<file path="config.mk">
export PLATFORM = sky130hd
export DESIGN_NAME = gqtl_quad_gen
export DESIGN_NICKNAME = d
export VERILOG_FILES = /design/src/design/gqtl_pkg.sv /design/src/design/gqtl_quad_gen.sv
export SDC_FILE = /design/constraint.sdc
export NUM_CORES = 1
export LEC_CHECK = 0
export ABC_CLOCK_PERIOD_IN_PS = 7600
export BUFFER_PORTS_ARGS = -buffer_cell sky130_fd_sc_hd__buf_2
export CAP_MARGIN = 25
export CELL_PAD_IN_SITES_DETAIL_PLACEMENT = 0
export CELL_PAD_IN_SITES_GLOBAL_PLACEMENT = 1
export CORE_MARGIN = 2
export CORE_UTILIZATION = 45
export CTS_BUF_LIST = sky130_fd_sc_hd__clkbuf_8
export DETAILED_ROUTE_END_ITERATION = 8
export PLACE_DENSITY = 0.8
export SLEW_MARGIN = 40
export SYNTH_ARGS = -nofsm -noshare
export SYNTH_HDL_FRONTEND = slang
export SYNTH_SLANG_ARGS = --single-unit
</file>
<file path="constraint.sdc">
create_clock -name clk -period 7.6 [get_ports clk]
set_clock_uncertainty 0.2 [all_clocks]
set_input_delay 0.76 -clock clk [delete_from_list [all_inputs] [get_ports clk]]
set_output_delay 0.76 -clock clk [all_outputs]
set_load 0.02 [all_outputs]
</file>
<file path="src/design/gqtl_pkg.sv">
package gqtl_pkg;

  localparam int GLYPH_COUNT_DEF = 128;
  localparam int FALLBACK_CODE   = 63;
  localparam int VERTS           = 6;
  localparam int CODE_W          = 21;
  localparam int POS_W           = 28;
  localparam int TEX_W           = 16;
  localparam int CFG_IDX_W       = 2;
  localparam int CFG_DATA_W      = 17;

  typedef enum logic [1:0] {
    CMD_WRITE = 2'd0,
    CMD_CHAR  = 2'd1,
    CMD_PEN   = 2'd2
  } cmd_t;

  typedef enum logic [CFG_IDX_W-1:0] {
    REG_SCALE_X = 2'd0,
    REG_SCALE_Y = 2'd1,
    REG_INV_W   = 2'd2,
    REG_INV_H   = 2'd3
  } reg_t;

  // what the position stage does with one word
  typedef enum logic [1:0] {
    ST_NOP,
    ST_PEN,
    ST_ADV,
    ST_QUAD
  } step_t;

  typedef struct packed {
    logic              valid;
    logic signed [9:0] adv_x;
    logic signed [9:0] adv_y;
    logic [7:0]        width;
    logic [7:0]        rows;
    logic signed [7:0] left;
    logic signed [7:0] top;
    logic [15:0]       u;
    logic [15:0]       v;
  } glyph_entry_t;

  typedef struct packed {
    logic signed [POS_W-1:0] x0;
    logic signed [POS_W-1:0] x1;
    logic signed [POS_W-1:0] y0;
    logic signed [POS_W-1:0] y1;
    logic [TEX_W-1:0]        u0;
    logic [TEX_W-1:0]        u1;
    logic [TEX_W-1:0]        v0;
    logic [TEX_W-1:0]        v1;
  } quad_t;

  // clamp a 30-bit sum to the signed 28-bit range
  function automatic logic signed [POS_W-1:0] sat_pos(input logic signed [29:0] v);
    logic signed [POS_W-1:0] r;
    if (!v[29] && (v[28:27] != 2'b00)) begin
      r = {1'b0, {(POS_W-1){1'b1}}};
    end else if (v[29] && (v[28:27] != 2'b11)) begin
      r = {1'b1, {(POS_W-1){1'b0}}};
    end else begin
      r = v[POS_W-1:0];
    end
    return r;
  endfunction

  function automatic logic [TEX_W-1:0] sat_tex(input logic [25:0] v);
    logic [TEX_W-1:0] r;
    if (|v[25:TEX_W]) begin
      r = {TEX_W{1'b1}};
    end else begin
      r = v[TEX_W-1:0];
    end
    return r;
  endfunction

endpackage

</file>
<file path="src/design/gqtl_quad_gen.sv">
module gqtl_quad_gen (
  input  logic                               clk,
  input  logic                               rst,
  input  logic                               quad_valid,
  output logic                               quad_ready,
  input  gqtl_pkg::quad_t                    quad,
  output logic                               out_valid,
  input  logic                               out_ready,
  output logic signed [gqtl_pkg::POS_W-1:0]  vertex_x,
  output logic signed [gqtl_pkg::POS_W-1:0]  vertex_y,
  output logic [gqtl_pkg::TEX_W-1:0]         tex_u,
  output logic [gqtl_pkg::TEX_W-1:0]         tex_v,
  output logic                               last_vertex
);
  import gqtl_pkg::*;

  localparam logic [2:0] LAST_IDX = 3'(VERTS - 1);

  quad_t      q;
  logic       q_valid;
  logic [2:0] cnt;
  logic       load;
  logic       last_load;
  logic       right;
  logic       bottom;

  assign load       = q_valid && (!out_valid || out_ready);
  assign last_load  = load && (cnt == LAST_IDX);
  assign quad_ready = !q_valid || last_load;

  // corner order: tl, bl, tr, tr, bl, br
  always_comb begin
    case (cnt)
      3'd0:    begin right = 1'b0; bottom = 1'b0; end
      3'd1:    begin right = 1'b0; bottom = 1'b1; end
      3'd2:    begin right = 1'b1; bottom = 1'b0; end
      3'd3:    begin right = 1'b1; bottom = 1'b0; end
      3'd4:    begin right = 1'b0; bottom = 1'b1; end
      default: begin right = 1'b1; bottom = 1'b1; end
    endcase
  end

  always_ff @(posedge clk) begin
    if (rst) begin
      q_valid <= 1'b0;
      cnt     <= '0;
    end else if (quad_valid && quad_ready) begin
      q_valid <= 1'b1;
      cnt     <= '0;
    end else if (last_load) begin
      q_valid <= 1'b0;
    end else if (load) begin
      cnt <= cnt + 3'd1;
    end
  end

  always_ff @(posedge clk) begin
    if (quad_valid && quad_ready) begin
      q <= quad;
    end
  end

  always_ff @(posedge clk) begin
    if (rst) begin
      out_valid <= 1'b0;
    end else if (load) begin
      out_valid <= 1'b1;
    end else if (out_ready) begin
      out_valid <= 1'b0;
    end
  end

  always_ff @(posedge clk) begin
    if (load) begin
      vertex_x    <= right  ? q.x1 : q.x0;
      vertex_y    <= bottom ? q.y1 : q.y0;
      tex_u       <= right  ? q.u1 : q.u0;
      tex_v       <= bottom ? q.v1 : q.v0;
      last_vertex <= (cnt == LAST_IDX);
    end
  end

endmodule

</file>
== Word level (Yosys, flattened, before mapping) ==
Index checks and enable logic that the tools add are counted.
Word-level totals
  memory bits (read-only): 0
  RAM bits: 0
  input bits: 180
  bits in registers: 270
  latch bits: 0
  memories: 0
Operators by class
  $mul: 0
  equality and inequality tests: 5
  muxes and demuxes: 8
  reduce and logical (&&, ||, !) cells: 14
  bitwise operators: 1
  add/sub/neg operators: 1
  shifts and indexed selects: 0
  div/mod/pow operators: 0
  order comparisons: 0
Operators with widths (count)
  $mux W28: 2
  $mux W16: 2
  $eq A3 B2 Y1 const B: 2
  $eq A3 B3 Y1 const B: 2
  $reduce_or A3 Y1: 2
  $mux W1: 4
  $reduce_bool A2 Y1: 2
  $add A3 B1 Y3 const B: 1
  $eq A3 B1 Y1 const B: 1
  $logic_and A1 B1 Y1: 3
  $logic_not A3 Y1: 1
  $logic_not A1 Y1: 2
  $logic_or A1 B1 Y1: 2
  $reduce_and A2 Y1: 1
  $reduce_or A2 Y1: 1
  $not A1 Y1: 1

== Depth between registers and ports, before layout ==
Gate-level depths: netlist of run 1.
  word-level depth: 7
  gate-level depth with buffers: 6
  gate-level depth less buffers: 6

== Worst setup path after synthesis of run 1 ==
OpenSTA, ideal clock, no wires.
  path type: input -> register
  start point: in out_ready
  end point: reg q[0] in the netlist's numbering, enable pin
  setup time: 0.557 ns
  cell stages on the path: 3
  setup slack: 1.246 ns
  arrival: 5.597 ns
  required time: 6.843 ns
  buffers on the path: 0
  cells stage by stage: and2b_1 -> o21ai_1 -> and2_1
On the way
  word-level cells in the longest chain between the ends: 5
Ends and longest elaborated chain
  start, declared: RTL line gqtl_quad_gen.sv:8  | input logic out_ready,
  $logic_or A1 B1 Y1: RTL line gqtl_quad_gen.sv:27  | assign load = q_valid && (!out_valid || out_ready);
  $logic_and A1 B1 Y1: RTL line gqtl_quad_gen.sv:27
  $logic_and A1 B1 Y1: RTL line gqtl_quad_gen.sv:28  | assign last_load = load && (cnt == LAST_IDX);
  $logic_or A1 B1 Y1: RTL line gqtl_quad_gen.sv:29  | assign quad_ready = !q_valid || last_load;
  named net quad_ready: RTL line gqtl_quad_gen.sv:5  | output logic quad_ready,
  $logic_and A1 B1 Y1: RTL line gqtl_quad_gen.sv:58  | if (quad_valid && quad_ready) begin
  end signal, assigned: RTL line gqtl_quad_gen.sv:59  | q <= quad;
  end, declared: RTL line gqtl_quad_gen.sv:19  | quad_t q;
The timed path passes the listed nets, and every way through them passes these cells.
A chain may end at the register's enable or synchronous reset.

== Final worst setup path of run 1 ==
  start point: reg cnt[0]
  end point: reg q[123] in the netlist's numbering, enable pin
On the way
  word-level cells in the longest chain between the ends: 4
Ends and longest elaborated chain
  start, declared: RTL line gqtl_quad_gen.sv:21  | logic [2:0] cnt;
  start signal, assigned: RTL line gqtl_quad_gen.sv:53  | cnt <= cnt + 3'd1;
  $eq A3 B3 Y1: RTL line gqtl_quad_gen.sv:28
  $logic_and A1 B1 Y1: RTL line gqtl_quad_gen.sv:28
  $logic_or A1 B1 Y1: RTL line gqtl_quad_gen.sv:29
  $logic_and A1 B1 Y1: RTL line gqtl_quad_gen.sv:58
Every way passes these cells.

==> results.sh, run 1 <==
export IMPL_htreeDepth=2
export IMPL_power_switching_uw=687
export IMPL_fillers=1564
export IMPL_drive_above_1_share_pct=56.7
export IMPL_status="finished, final reports clean"
export IMPL_dpl_hpwl_um=12100
export IMPL_drtAntennaViolNets=0
export IMPL_core_sq_um=20400
export IMPL_p_comb_share_pct=8.1
export IMPL_holdBufCountCts=0
export IMPL_synth_area_per_cell_sq_um=23.7
export IMPL_cts_tree="done"
export IMPL_leakagePower_nw=4.55
export IMPL_seq_area_frac_synth_pct=86.0
export IMPL_antenna_found_initial=4
export IMPL_seqCellArea_sq_um=8060
export IMPL_yosys_cell_types_count=23
export IMPL_p_sw_share_pct=21.8
export IMPL_yosysTopAreaCell="edfxtp_1"
export IMPL_clk_latency_ns=0.52
export IMPL_path_max_fanout=82
export IMPL_boundaryPins=271
export IMPL_postCtsSetupRepairBufs=0
export IMPL_end_kind="flip-flop"
export IMPL_crit_type="reg -> reg"
export IMPL_fin_tns_setup_ns=0
export IMPL_finalPower_mw=3.16
export IMPL_post_cts_resized=0
export IMPL_die_w_um=148
export IMPL_maxSlewViolCount=0
export IMPL_multiInputGateArea_sq_um=1200
export IMPL_r2r_end="q[123]"
export IMPL_cp_startpoint="cnt[0]"
export IMPL_rrSetupSlack_ns=4.42
export IMPL_fin_ws_ns=4.42
export IMPL_die_area_sq_um=22000
export IMPL_drc_errors=0
export IMPL_netlist_area_sq_um=9370
export IMPL_overflow=0
export IMPL_ys_flop_type="edfxtp_1"
export IMPL_area_growth_syn_to_layout_pct=26.5
export IMPL_slew_headroom_pct=50.4
export IMPL_rows=52
export IMPL_p_int_mw=2.47
export IMPL_drv_cap=0
export IMPL_crit_end="q[123]"
export IMPL_ff2ff_path_depth=6
export IMPL_gp_congestion=0.772
export IMPL_dr_pass1_iters=4
export IMPL_start_util_pct=46.0
export IMPL_nNetsFinal=894
export IMPL_ir_drop_v=0.000138
export IMPL_gr_usage_all_layers_pct=16.3
export IMPL_synth_top_area_share_pct=84.9
export IMPL_worstMarginPinSlew_ns=0.744
export IMPL_synth_async_reset_ratio_pct=0
export IMPL_preCtsSetupSlack_ns=4.19
export IMPL_grt_pass1_vias=5156
export IMPL_postSynthCellCount=395
export IMPL_synth_edf_count=265
export IMPL_min_period_ns=3.18
export IMPL_cp_data_required_time_ns=7.55
export IMPL_fmax_mhz=314
export IMPL_dieHeight_um=148
export IMPL_yosys_top_cells_area="edfxtp_1 (85%), mux2_2 (10%), dfxtp_1 (1.1%), buf_8 (0.64%), ha_1 (0.53%)"
export IMPL_syn_nets=579
export IMPL_root_buffer="clkbuf_8"
export IMPL_rsz0062_at_grt="false"
export IMPL_vias=4790
export IMPL_numPortBuffers=270
export IMPL_drtIter0Drc=261
export IMPL_r2r_start="cnt[0]"
export IMPL_period_share_pct=41.9
export IMPL_critPathLaunchType="flip-flop"
export IMPL_synth_commonest_cells="edfxtp_1 (265), mux2_2 (85), dfxtp_1 (5), inv_1 (5)"
export IMPL_seqPwrFrac_pct=56.2
export IMPL_grt_max_degree=83
export IMPL_grt_first_pass_wirelength_um=27400
export IMPL_hp_start="quad[8]"
export IMPL_cp_data_arrival_time_ns=3.13
export IMPL_setup_viol=0
export IMPL_cts_buffer_depth=3
export IMPL_viasPerCell=4.74
export IMPL_ys_warnings_count=0
export IMPL_ys_ff_latch=270
export IMPL_finalWirelength_um=18200
export IMPL_pwr_density_cell_nw_per_um2=267
export IMPL_cts_buffers=44
export IMPL_final_hold_viol_count=0
export IMPL_cts_clk_slew_worst_paths_ns=0.06
export IMPL_hp_class="in -> reg"
export IMPL_cts_sinks=270
export IMPL_yosysMostFrequentCell="edfxtp_1"
export IMPL_routedWlPerCell_um=18.0
export IMPL_p_clk_share_pct=35.7
==> metal layers <==
metal  up-vias  share of wire [%]  routed length [um]  global-route usage (%)
met2       211                 51                9350                    27.4
met1      2326                 38                6960                    19.5
li1       2219                  -                   -                       -
met5         -                  0                   0                       0
met4         0                2.8                 513                    7.86
met3        34                7.6                1380                    4.33
==> through the flow <==
step	util (%)	hold WS, ns	area, sq um	std cells
detailed placement	54.3	0.318	11100	934
global route	58.2	0.163	11800	1011
finish	58.2	0.196	11800	1011
global placement	54.1	0.299	11000	932
floorplan	-	0.273	9370	395
CTS	58.1	0.156	11800	1007
==> cells in the final DEF (no fill, tap or decap) <==
cell and n:
buf_2 270, edfxtp_1 265, mux2_2 85, clkbuf_8 45
inv_1 20, clkinv_1 8, dfxtp_1 5, diode_2 4
ha_1 4, buf_4 4, mux2_1 3, a21oi_1 3
nand4_1 2, o31ai_1 2, a221oi_1 2, clkinvlp_4 2
bufinv_16 2, buf_12 2, and2b_1 1, nor2_4 1
nand2_1 1, o21ai_1 1, and2_4 1, o21bai_4 1
inv_2 1, a21oi_4 1, nand2b_1 1, and4_1 1
a2111oi_2 1, clkinv_2 1, buf_6 1
==> worst max-delay path, stage by stage (launching register included) <==
cell     delay (ns)
dfxtp_1        0.46
ha_1           0.28
nand2_1        0.15
o21ai_1        0.41
and2_4         0.39
buf_12         0.25
buf_6          0.60
==> cell families (layout without fill, tap and decap cells) <==
logic type,count (synthesis),count (layout),synth area share [%]
flops,270,270,86.0
mux,88,88,10.6
buf+inv,14,356,1.36
compound gates,11,11,1.01
simple gates,8,8,0.521
fa+ha+maj,4,4,0.534
other cells,0,4,0
==> power groups by stage <==
stage               clock [mW]  combinational [mW]  sequential, mW
floorplan                    0               0.106            1.86
global placement             0               0.247            1.80
detailed placement           0               0.259            1.81
CTS                       1.16               0.261            1.78
global route              1.23               0.276            1.78
finish                    1.13               0.256            1.78
==> sequential cells by signal, indices dropped and copies added (netlist names) <==
name / flops
vertex_y: 28
cnt: 3
q: 176
tex_u: 16
tex_v: 16
out_valid: 1
q_valid: 1
vertex_x: 28
last_vertex: 1
==> cell type report <==
| type | instances | share of cell area (%) |
|---|---|---|
| clock inverters | 28 | 1.40 |
| inverters | 6 | 0.190 |
| repair buffers | 277 | 12.1 |
| flip-flops and latches | 270 | 68.0 |
| well taps | 270 | 2.85 |
| multi-input cells | 111 | 10.1 |
| diodes | 4 | 0.0845 |
| clock buffers | 45 | 5.23 |
==> worst min-delay path by stage <==
stage,endpoint,cells past startpoint
2_1_floorplan,cnt[1],2
3_3_place_gp,cnt[1],2
3_5_place_dp,vertex_x[9],1
4_1_cts,q[25],1
5_1_grt,q[96],1
6_report,q[8],1
(Power assumes the default switching activity.)
==> inputs of run 2 (changes only) <==
--- a/config.mk
+++ b/config.mk
@@ -5,16 +5,17 @@
 export SDC_FILE = /design/constraint.sdc
 export NUM_CORES = 1
 export LEC_CHECK = 0
-export ABC_CLOCK_PERIOD_IN_PS = 7600
+export ABC_AREA = 1
+export ABC_CLOCK_PERIOD_IN_PS = 3300
 export BUFFER_PORTS_ARGS = -buffer_cell sky130_fd_sc_hd__buf_2
 export CAP_MARGIN = 25
 export CELL_PAD_IN_SITES_DETAIL_PLACEMENT = 0
 export CELL_PAD_IN_SITES_GLOBAL_PLACEMENT = 1
 export CORE_MARGIN = 2
-export CORE_UTILIZATION = 45
+export CORE_UTILIZATION = 44
 export CTS_BUF_LIST = sky130_fd_sc_hd__clkbuf_8
 export DETAILED_ROUTE_END_ITERATION = 8
-export PLACE_DENSITY = 0.8
+export PLACE_DENSITY = 0.81
 export SLEW_MARGIN = 40
 export SYNTH_ARGS = -nofsm -noshare
 export SYNTH_HDL_FRONTEND = slang
==> constraint.sdc (replaced) <==
create_clock -name clk -period 3.3 [get_ports clk]
set_clock_uncertainty 0.2 [all_clocks]
set_input_delay 0.33 -clock clk [delete_from_list [all_inputs] [get_ports clk]]
set_output_delay 0.33 -clock clk [all_outputs]
set_load 0.02 [all_outputs]
==> run 2 against run 1 <==
Against the previous run:
- synthesized cell count up 51%
- sequential cell count unchanged
- count of clock-buffer cells in the layout unchanged
- setup slack worse by 3.4 ns
==> results.sh, run 2 <==
export IMPL_status="finished, final reports clean"
export IMPL_end_kind="flip-flop"
export IMPL_postSynthCellCount=597
export IMPL_ys_ff_latch=270
export IMPL_htreeDepth=2
export IMPL_path_max_fanout=110
export IMPL_synth_edf_count=265
export IMPL_cts_buffer_depth=3
export IMPL_post_cts_resized=0
export IMPL_top_regs="q: 176 flops, vertex_x: 28 flops, vertex_y: 28 flops"
export IMPL_cts_buffers=44
export IMPL_hp_class="in -> reg"
export IMPL_yosys_cell_types_count=20
export IMPL_netlist_area_sq_um=9550
export IMPL_met3_usage_pct=7.08
export IMPL_dpl_hpwl_um=12700
export IMPL_cp_top_family="buffers and inverters"
export IMPL_synth_commonest_cells="edfxtp_1 (265), nand2_1 (142), inv_1 (54)"
export IMPL_timing_critical_path_buf_inv=3
export IMPL_final_core_util_pct=64.9
export IMPL_dr_pass1_iters=4
export IMPL_rsz0062_at_grt="false"
export IMPL_setup_viol=0
export IMPL_final_common_cell="buf_2"
export IMPL_worstMarginPinSlew_ns=0.736
export IMPL_overflow=0
export IMPL_drtIter0Drc=241
export IMPL_cts_clk_slew_worst_paths_ns=0.06
export IMPL_synth_async_reset_ratio_pct=0
export IMPL_postCtsSetupRepairBufs=0
export IMPL_area_growth_syn_to_layout_pct=43.8
export IMPL_holdWs_ns=0.0597
export IMPL_root_buffer="clkbuf_8"
export IMPL_grt_max_degree=111
export IMPL_hold_path_depth=4
export IMPL_cts_sinks=270
export IMPL_ys_warnings_count=0
export IMPL_final_hold_viol_count=0
export IMPL_drtAntennaViolNets=0
export IMPL_die_area_sq_um=22900
export IMPL_holdBufCountCts=178
export IMPL_regMostFlops="q"
export IMPL_syn_nets=781
export IMPL_fmax_mhz=446
export IMPL_viasPerCell=4.66
export IMPL_min_period_ns=2.24
export IMPL_period_share_pct=67.9
export IMPL_crit_path_top_delay_cell="dfxtp_2"
export IMPL_busiest_layer="met2"
export IMPL_start_util_pct=45.1
export IMPL_die_w_um=151
export IMPL_maxSlewViolCount=0
export IMPL_dieHeight_um=151
export IMPL_critPathMaxStageDelay_ns=0.41
export IMPL_routedWlPerCell_um=16.2
export IMPL_met2_usage_pct=32.3
export IMPL_rows=53
export IMPL_cp_data_arrival_time_ns=2.18
export IMPL_cp_data_required_time_ns=3.24
export IMPL_cpMostUsedCell="nand2_4"
export IMPL_ys_flop_type="edfxtp_1"
export IMPL_seq_area_frac_synth_pct=84.4
export IMPL_final_cell_mix="buf_2 (270), edfxtp_1 (265), dlygate4sd3_1 (178)"
export IMPL_grt_pass1_vias=6622
export IMPL_vias=6434
export IMPL_synth_top_area_share_pct=83.4
export IMPL_cts_tree="done"
export IMPL_crit_cells=8
export IMPL_met1_usage_pct=23.3
export IMPL_antenna_found_initial=2
export IMPL_numPortBuffers=270
export IMPL_slew_headroom_pct=50.8
export IMPL_preCtsSetupSlack_ns=1.11
export IMPL_largest_reg_flops=176
export IMPL_drive_above_1_share_pct=31.2
export IMPL_clk_latency_ns=0.52
export IMPL_critPathLaunchType="flip-flop"
export IMPL_drv_cap=0
export IMPL_boundaryPins=271
export IMPL_crit_type="reg -> reg"
export IMPL_ir_drop_v=0.000447
export IMPL_ff2ff_path_depth=8
export IMPL_synth_area_per_cell_sq_um=16.0
export IMPL_pwr_density_cell_nw_per_um2=537
export IMPL_grt_first_pass_wirelength_um=33600
export IMPL_yosysMostFrequentCell="edfxtp_1"
export IMPL_core_sq_um=21200
export IMPL_drc_errors=0
export IMPL_nNetsFinal=1262
export IMPL_yosys_top_cells_area="edfxtp_1 (83%), nand2_1 (5.6%), nand3_1 (2.4%), inv_1 (2.1%), o21ai_1 (1.3%)"
export IMPL_finalWirelength_um=22300
export IMPL_path_cells="ha_4 -> nand2_4 -> inv_2 -> nand2_2 -> nand2_4 -> nand2_4 -> clkinvlp_4 -> buf_12"
export IMPL_fin_ws_ns=1.06
export IMPL_gp_congestion=0.783
export IMPL_yosysTopAreaCell="edfxtp_1"
export IMPL_gr_usage_all_layers_pct=19.4
export IMPL_leakagePower_nw=5.82
## run 2: cell count changes after synthesis, sizes merged, moves of 2 or more
cell / before / now
a221oi: 2 / 0
buf: 8 / 15
clkbuf: 0 / 6
inv: 6 / 57
mux2: 88 / 0
nand2: 1 / 146
nand3: 0 / 45
nor2: 1 / 3
o21ai: 1 / 44
o31ai: 2 / 0
## run 2: path summary, 6_finish.rpt
check	start	endpoint	slack (ns)
max	cnt[0]	q[94]	1.06
min	out_ready	out_valid	0.06
max reg2reg	cnt[0]	q[94]	1.06
min reg2reg	q[63]	tex_u[15]	0.30
## run 2: routing by layer
| layer | wire length (um) | vias up |
|---|---|---|
| met3 | 2370 | 35 |
| met1 | 8860 | 3005 |
| met5 | 0 | - |
| li1 | - | 3076 |
| met2 | 10600 | 318 |
| met4 | 485 | 0 |
## run 2: area by class of cell
class,count,area (sq um)
antenna,2,5.00
clock buffer,45,619
clock inverter,26,103
fill,1444,7430
inverter,57,218
multi-input combinational,249,1170
sequential,270,8060
tap,275,344
timing repair buffer,456,3210
## run 2: metrics by stage
step / instances / instance area, sq um / setup TNS, ns / total power, mW
5_1_grt: 1380 / 13700 / 0 / 7.69
3_5_place_dp: 1129 / 11200 / 0 / 4.79
4_1_cts: 1378 / 13700 / 0 / 7.42
3_3_place_gp: 1129 / 11200 / 0 / 4.77
6_report: 1380 / 13700 / 0 / 7.37
2_1_floorplan: 597 / 9590 / -165.96 / 4.54
## run 2: worst register-to-register path: stages, from the launching register on
cell and delay [ns]:
dfxtp_2 0.41, ha_4 0.19, nand2_4 0.06, inv_2 0.07, nand2_2 0.06, nand2_4 0.08
nand2_4 0.06, clkinvlp_4 0.17, buf_12 0.40
## run 2: power by group
part	switching, mW	internal (mW)
combinational	0.441	0.334
sequential	0.0655	4.06
clock	1.22	1.25
total	1.73	5.64
## run 2: cell families after synthesis
group,share of synthesized area (%)
AND/OR/NAND/NOR,8.62
buffers and inverters,3.77
AO/OA/AOI/OAI,2.66
adder cells (fa/ha/maj),0.524
flip-flops,84.4
